===== src/sv/ir_pulse_train_player_core_defines.svh =====
// ---------------------------------------------------------------------------
// IR pulse train player: assertion macros
// Shared concurrent assertion forms used by the controller and the datapath.
// ---------------------------------------------------------------------------
`ifndef IR_PULSE_TRAIN_PLAYER_CORE_DEFINES_SVH
`define IR_PULSE_TRAIN_PLAYER_CORE_DEFINES_SVH

// Consequent must hold in the same cycle as the antecedent.
`define IRP_ASSERT_NOW(label, clk, rst, ante, cons, msg) \
  label: assert property (@(posedge clk) disable iff (rst) (ante) |-> (cons)) \
    else $error(msg);

// Consequent must hold in the cycle after the antecedent.
`define IRP_ASSERT_NEXT(label, clk, rst, ante, cons, msg) \
  label: assert property (@(posedge clk) disable iff (rst) (ante) |=> (cons)) \
    else $error(msg);

`endif


===== src/sv/irp_pkg.sv =====
// ---------------------------------------------------------------------------
// IR pulse train player: package
// Field widths, command and status codes, and the control/status bundles
// passed between the controller and the datapath.
// ---------------------------------------------------------------------------
package irp_pkg;

  // Field widths.
  localparam int CMD_W    = 3;
  localparam int BYTE_W   = 8;
  localparam int TOTAL_W  = 16;
  localparam int STATUS_W = 3;
  localparam int DUR_W    = 16;
  localparam int DUTY_W   = 7;

  // Command codes. Any other code behaves as finish.
  localparam logic [CMD_W-1:0] CMD_BEGIN   = 3'd0;
  localparam logic [CMD_W-1:0] CMD_APPEND  = 3'd1;
  localparam logic [CMD_W-1:0] CMD_TICK    = 3'd3;
  localparam logic [CMD_W-1:0] CMD_TIMEOUT = 3'd4;

  // Status codes.
  localparam logic [STATUS_W-1:0] ST_OK             = 3'd0;
  localparam logic [STATUS_W-1:0] ST_BAD_LENGTH     = 3'd1;
  localparam logic [STATUS_W-1:0] ST_APPEND_REFUSED = 3'd2;
  localparam logic [STATUS_W-1:0] ST_FINISH_REFUSED = 3'd3;
  localparam logic [STATUS_W-1:0] ST_TICK_IDLE      = 3'd4;

  // Sequence marker word and duty limits.
  localparam logic [DUR_W-1:0]  MARKER_WORD = 16'hFFFF;
  localparam logic [DUTY_W-1:0] DUTY_RESET  = 7'd30;
  localparam logic [DUTY_W-1:0] DUTY_LIMIT  = 7'd100;

  // Commands from the controller to the datapath.
  typedef struct packed {
    logic latch;     // capture the accepted item
    logic exec;      // decode and apply the item
    logic first;     // first word of a new playback is on the read port
    logic look;      // current word is on the read port, fetch lookahead
    logic pick;      // lookahead word is on the read port, choose and emit
    logic load_out;  // move the result into the output register
  } irp_ctrl_t;

  // Status from the datapath to the controller.
  typedef struct packed {
    logic start_play;  // finish accepted with a non-empty sequence
    logic tick_word;   // tick while playing with a word left to give
  } irp_stat_t;

endpackage


===== src/sv/irp_ctrl.sv =====
// ---------------------------------------------------------------------------
// IR pulse train player: controller
// Sequences each item through decode, store reads and result hand-over.
// ---------------------------------------------------------------------------
`include "ir_pulse_train_player_core_defines.svh"

module irp_ctrl import irp_pkg::*; (
  input  logic      clk,
  input  logic      rst,
  input  logic      item_valid,
  output logic      item_ready,
  output logic      out_valid,
  input  logic      out_ready,
  input  irp_stat_t stat,
  output irp_ctrl_t ctl
);

  localparam logic [2:0] S_IDLE  = 3'd0;
  localparam logic [2:0] S_EXEC  = 3'd1;
  localparam logic [2:0] S_FIRST = 3'd2;
  localparam logic [2:0] S_LOOK  = 3'd3;
  localparam logic [2:0] S_PICK  = 3'd4;
  localparam logic [2:0] S_OUT   = 3'd5;

  logic [2:0] state, state_next;
  logic       out_free;

  assign item_ready = (state == S_IDLE);
  assign out_free   = !out_valid || out_ready;

  // Next state and datapath commands.
  always_comb begin
    state_next = state;
    ctl        = '0;
    case (state)
      S_IDLE: begin
        if (item_valid) begin
          ctl.latch  = 1'b1;
          state_next = S_EXEC;
        end
      end
      S_EXEC: begin
        ctl.exec = 1'b1;
        if (stat.start_play) begin
          state_next = S_FIRST;
        end else if (stat.tick_word) begin
          state_next = S_LOOK;
        end else begin
          state_next = S_OUT;
        end
      end
      S_FIRST: begin
        ctl.first  = 1'b1;
        state_next = S_OUT;
      end
      S_LOOK: begin
        ctl.look   = 1'b1;
        state_next = S_PICK;
      end
      S_PICK: begin
        ctl.pick   = 1'b1;
        state_next = S_OUT;
      end
      S_OUT: begin
        if (out_free) begin
          ctl.load_out = 1'b1;
          state_next   = S_IDLE;
        end
      end
      default: begin
        state_next = S_IDLE;
      end
    endcase
  end

  // State register and output valid flag.
  always_ff @(posedge clk) begin
    if (rst) begin
      state     <= S_IDLE;
      out_valid <= 1'b0;
    end else begin
      state <= state_next;
      if (ctl.load_out) begin
        out_valid <= 1'b1;
      end else if (out_ready) begin
        out_valid <= 1'b0;
      end
    end
  end

  `IRP_ASSERT_NEXT(a_accept_starts_exec, clk, rst, item_valid && item_ready, state == S_EXEC, "accepted item did not move to execution")
  `IRP_ASSERT_NOW(a_no_result_overwrite, clk, rst, ctl.load_out, out_free, "result loaded over an untaken result")
  `IRP_ASSERT_NOW(a_pick_follows_look, clk, rst, state == S_PICK, $past(state) == S_LOOK, "word choice without a lookahead read")

endmodule


===== config.mk =====
export PLATFORM = sky130hd
export DESIGN_NAME = irp_ctrl
export DESIGN_NICKNAME = d
export VERILOG_FILES = /design/src/sv/irp_pkg.sv /design/src/sv/irp_ctrl.sv
export VERILOG_INCLUDE_DIRS = /design/src /design/src/sv
export SDC_FILE = /design/constraint.sdc
export NUM_CORES = 1
export LEC_CHECK = 0
export BUFFER_PORTS_ARGS = -buffer_cell sky130_fd_sc_hd__buf_2
export CORE_AREA = 2 2 39 41
export DETAILED_ROUTE_END_ITERATION = 12
export DIE_AREA = 0 0 41 43
export GPL_TIMING_DRIVEN = 0
export PLACE_DENSITY_LB_ADDON = 0.2
export SLEW_MARGIN = 40
export SYNTH_ARGS = -nofsm -noshare
export SYNTH_HDL_FRONTEND = slang
export SYNTH_SLANG_ARGS = --single-unit

===== constraint.sdc =====
create_clock -name clk -period 2.15 [get_ports clk]
set_input_delay 0.43 -clock clk [delete_from_list [all_inputs] [get_ports clk]]
set_output_delay 0.43 -clock clk [all_outputs]
set_load 0.005 [all_outputs]

==> qor.csv, run 1 <==
stage,metric,value,unit
global_routing,grt_max_degree,11,
die,chipHeight,43,um
flow_run,maxCapViolCount,0,
die,core,0.00138,sq mm
synthesis,synth_top_family_by_area,simple AND/OR/NAND/NOR gates,
critical_path,crit_chain,and2b_4 -> nand2_1 -> nor2_1 -> buf_2,
cts,postCtsSetupRepairBufs,0,
sta,slew_viol_final,0,
critical_path,worst_ep_arrival_time,1.17,ns
sta,skew,0.00305,ns
route,wire_per_inst,9.18,um
critical_path,crit_family,flip-flops,
global_routing,antenna_found_initial,0,
cts,cts_hold_buf,0,
finish,multi_input_area,153,sq um
critical_path,path_buf_inv,1,
global_routing,grtUsageTotal,0.0783,
route,drc,0,
sta,fmaxAchievable,626,MHz
finish,final_util,0.250,
critical_path,worst-endpoint-required,1.72,ns
cts,cts_resized,0,
pwr,pwr-share-clk,0.366,
global_routing,grt_overflow,0,
synthesis,ys_top_cells_by_area,"dfxtp_1 34%, nor3_2 8.4%, a21oi_1 6.3%",
sta,maxSlewHeadroom,0.803,
placement,gp_congestion,0.692,
finish,area_delta_synth_final,45.3,%
critical_path,path_class,flop to output port,
finish,seq_area,80.1,sq um
route,first_iter_violations,0,
global_routing,busiest_layer,met1,
finish,stdcell_count,61,
cts,cts-buffers-inserted,3,
pwr,p_leak,0.167,nW
route,wl,560,um
sta,finalSetupTns,0,ns
sta,setup_ws,0.552,ns
synthesis,yosys.area_share.xor_xnor,0,
finish,drive_above_1_share,0.511,
sta,tightest_slew,0.292,ns
synthesis,ys_seq_area_frac,0.337,
sta,finalCritPeriodShare,0.743,
critical_path,start_kind,flop,
finish,nNetsFinal,53,
global_routing,met1_usage,0.106,
finish,final_area,345,sq um
finish,fill_cells,149,
pwr,p_int,0.179,mW
pwr,p_per_area,719,mW/mm^2
global_routing,use_met2,0.0938,
synthesis,synth.avg_cell_area,8.20,sq um
critical_path,cp-end-kind,output port,
cts,clk-insertion-delay-late,0.23,ns
synthesis,synthSimpleGateAreaFrac,0.500,
pwr,ir_drop,435,uV
die,ios,14,
critical_path,critPathMaxStageDelay,0.47,ns
synthesis,synthAdderAreaFrac,0,
placement,dp.cells,58,
synthesis,netlist_area,238,sq um
synthesis,syn_nets,35,
die,die-area,0.00176,sq mm
pwr,share_comb_of_total_power,0.268,
cts,cts_sinks,4,
route,firstDrtPassIters,1,
finish,num_antenna_cells,0,
sta,hold_viol,0,
synthesis,ys_warn_count,0,
route,routed_via_density,4.03,
route,postRouteAntennaNets,0,
placement,place_area,323,sq um
placement,dp_slack,0.771,ns
critical_path,cp_slowest_cell,dfxtp_1,
global_routing,grt_use_met3,0.0628,
cts,tritoncts,done,
synthesis,synth.distinct_cells,16,
synthesis,muxShareOfSynthArea,0,
synthesis,synth_compound_area_frac,0.142,
outcome,status,finished clean,
pwr,switchingPower,0.0692,mW
synthesis,ys_ff_latch,4,
die,fp.dieW,41,um
hold_path,hp-class,input port to flop,
die,start_util,0.172,
global_routing,grt_pass1_wl,897,um
cts,htree_levels,1,
pwr,seqPwrFrac,0.366,
critical_path,crit_fanout,8,
synthesis,synth_cells,29,
cts,clock_path_buffers,2,
die,rows,14,
cts,cts.clk_slew.worst_paths,0.04,ns
route,num_vias,246,
global_routing,grt_pass1_vias,228,
placement,hpwl,413,um
synthesis,yosysTopAreaCell,dfxtp_1,
placement,portBuffers,13,
sta,finalSetupViolCount,0,
pwr,sw_frac_of_total,0.278,
sta,min_period,1.60,ns
sta,rsz0062_at_grt,no,
cts,clock-root-buffer,clkbuf_4,
synthesis,synth.top_cell.area_share,0.337,
[cells in the final DEF (no fill, tap or decap)]
cell type / n
and2_1: 2
nor2b_1: 1
and2b_4: 1
nor3_2: 2
and3b_2: 1
buf_2: 14
nor4_1: 1
and2b_1: 1
nor3b_2: 1
nand2_1: 3
clkbuf_4: 3
dfxtp_1: 4
a21oi_2: 1
a21oi_1: 3
nor3b_1: 1
nor2_1: 4
o21ai_0: 2
[layout make-up]
class                   count  share of cell area
multi-input cells          24               0.442
clock buffers               3              0.0652
flip-flops and latches      4               0.232
well taps                  16              0.0580
plain buffers               1              0.0145
repair buffers             13               0.188
[power groups by stage]
stage               sequential (mW)  combinational, mW  clock (mW)
global route                 0.0920             0.0753       0.102
floorplan                    0.0895             0.0427           0
global placement             0.0917             0.0684           0
CTS                          0.0907             0.0678      0.0949
detailed placement           0.0919             0.0675           0
finish                       0.0909             0.0665      0.0909
[registers in the layout (all words and copies together), names as in the netlist]
| register | flops |
|---|---|
| out_valid | 1 |
| state | 3 |
[cells in the mapped netlist]
master   count
nor4_1       1
a21oi_2      1
nand2_1      3
nor3b_2      1
and2b_1      1
a21oi_1      3
and3b_2      1
nor3b_1      1
buf_2        1
dfxtp_1      4
and2_1       2
nor2_1       4
nor2b_1      1
nor3_2       2
and2b_4      1
o21ai_0      2
[cell families (layout without fill, tap and decap cells)]
group | after synthesis | in the layout
AO/OA/AOI/OAI | 6 | 6
buffers and inverters | 1 | 17
flip-flops | 4 | 4
AND/OR/NAND/NOR | 18 | 18
[layer usage]
metal	vias up	part of all wire
met1	105	0.49
met2	9	0.42
met3	0	0.086
li1	132	-
met4	0	0
met5	-	0
[final timing paths]
kind | from | slack, ns | to | cells past startpoint
worst max-delay path | state[2] | 0.55 | ctl[0] | 4
worst min-delay path | rst | 0.41 | out_valid | 2
worst max register to register | state[0] | 1.11 | state[2] | 4
worst min register to register | state[1] | 0.63 | state[2] | 2
[through the flow]
step	hold slack (ns)	total power, mW
finish	0.405	0.248
global route	0.411	0.270
detailed placement	0.623	0.159
global placement	0.626	0.160
CTS	0.405	0.253
floorplan	0.500	0.132
No activity file was read; power rests on OpenSTA's default activity.
==> inputs of run 2 (changes only) <==
clock period = 1.4 ns   (was 2.15 ns; I/O delays follow)
==> run 2 against run 1 <==
Combinational power up 62%. Via count grew 1.6%. Worst hold slack got worse by 0.16 ns.
==> qor.csv, run 2 (synthesis results as in run 1) <==
stage,metric,value,unit
sta,maxSlewHeadroom,0.803,
sta,slew_viol_final,0,
critical_path,start_kind,flop,
die,ios,14,
critical_path,cp.depth,4,
outcome,status,finished clean,
global_routing,grt_pass1_vias,228,
hold_path,min_path_cells,2,
sta,fmaxAchievable,740,MHz
critical_path,worstReg2RegEnd,state[0],
die,rows,14,
finish,largestRegisters,"state (3), out_valid (1)",
sta,tightest_slew,0.292,ns
critical_path,worstSetupStartpoint,state[1],
sta,min_period,1.35,ns
sta,finalSetupTns,0,ns
pwr,p_leak,0.174,nW
cts,cts-buffers-inserted,3,
placement,dp_slack,0.199,ns
finish,area_delta_synth_final,50.5,%
route,firstDrtPassIters,1,
critical_path,reg2reg_slack,0.37,ns
cts,cts.clk_slew.worst_paths,0.03,ns
pwr,p_per_area,1090,mW/mm^2
global_routing,grt_pass1_wl,897,um
cts,clock-root-buffer,clkbuf_4,
global_routing,grt_max_degree,11,
critical_path,crit_chain,and2b_4 -> nand2_1 -> nor2_1 -> buf_2,
global_routing,grtUsageTotal,0.0783,
sta,finalCritPeriodShare,0.965,
finish,layout_commonest_cell,buf_2,
die,chipHeight,43,um
sta,finalSetupViolCount,0,
route,wl_met3,48,um
die,fp.dieW,41,um
critical_path,crit_family,simple AND/OR/NAND/NOR gates,
route,wire_per_inst,9.05,um
sta,hold-worst-slack,0.250,ns
critical_path,cp-end-kind,output port,
cts,cts_sinks,4,
sta,setup_ws,0.0493,ns
route,wl,561,um
sta,skew,0.00305,ns
placement,gp_congestion,0.692,
finish,fill_cells,151,
route,routed_via_density,4.03,
route,maxUsedRoutingLayer,met3,
critical_path,cp-endpoint,ctl[0],
finish,drive_above_1_share,0.565,
critical_path,worst_ep_arrival_time,1.07,ns
route,postRouteAntennaNets,0,
global_routing,antenna_found_initial,0,
critical_path,crit_fanout,8,
cts,clock_path_buffers,2,
die,die-area,0.00176,sq mm
cts,clk-insertion-delay-late,0.23,ns
finish,final_util,0.259,
flow_run,maxCapViolCount,0,
cts,tritoncts,done,
finish,final_cell_mix,"13 x buf_2, 4 x clkbuf_4, 4 x nor2_1",
cts,htree_levels,1,
critical_path,r2r_cells,4,
critical_path,path_buf_inv,1,
critical_path,cp_slowest_cell,dfxtp_2,
sta,rsz0062_at_grt,yes,
sta,hold_viol,0,
pwr,ir_drop,724,uV
route,met1_length,273,um
global_routing,grt_overflow,0,
route,drc,0,
hold_path,hold_path_startpoint,rst,
critical_path,r2r-start,state[1],
cts,cts_hold_buf,0,
finish,stdcell_count,62,
finish,largest_register_ffs,3,
route,first_iter_violations,0,
die,core,0.00138,sq mm
placement,hpwl,413,um
finish,top_register,state,
finish,nNetsFinal,54,
hold_path,hp-class,input port to flop,
route,met2_length,240,um
route,num_vias,250,
finish,num_antenna_cells,0,
critical_path,worst-endpoint-required,1.12,ns
critical_path,critPathMaxStageDelay,0.35,ns
critical_path,path_class,flop to output port,
placement,portBuffers,13,
placement,dp.cells,58,
die,start_util,0.172,
[run 2: area by class of cell]
class	instances	area, sq um	share of cell area
Multi-Input combinational cell	24	153	0.427
Sequential cell	4	82.6	0.231
Timing Repair Buffer	14	72.6	0.203
Clock buffer	3	22.5	0.0629
Tap cell	16	20.0	0.0559
Buffer	1	7.51	0.0210
[run 2: metrics by stage]
step,cell area [sq um],total power [mW]
after global routing,358,0.422
after CTS,348,0.390
after floorplan,238,0.203
final,358,0.389
after global placement,323,0.246
after detailed placement,323,0.245
[run 2: routing by layer]
layer,GRT usage,vias up
li1,-,134
met1,0.106,107
met2,0.0938,9
met3,0.0628,0
met4,0.0200,0
met5,0,-
[run 2: worst min-delay path by stage]
stage                      endpoint
final                      state[1]
after global routing       state[1]
after CTS                  state[1]
after detailed placement   state[1]
after global placement    out_valid
after floorplan            state[1]
[run 2: power by group]
| group | leakage [nW] | switching (mW) | total (mW) | internal [mW] |
|---|---|---|---|---|
| logic | 0.127 | 0.0490 | 0.108 | 0.0591 |
| registers | 0.0336 | 0.0139 | 0.141 | 0.127 |
| clock network | 0.0138 | 0.0439 | 0.140 | 0.0956 |
[run 2: worst register-to-register path, cell delays in order, from the launching register on]
cell     delay (ns)
dfxtp_2        0.39
and2b_4        0.21
buf_4          0.13
a21oi_2        0.13
nor3_2         0.05
[run 2: what timing repair did]
item / in CTS / in global routing
buffers inserted: 0 / 1
setup endpoints to repair: 2 / 3
pin swaps: 0 / 1
gates resized for setup: 2 / 1
cloned: 0 / 0
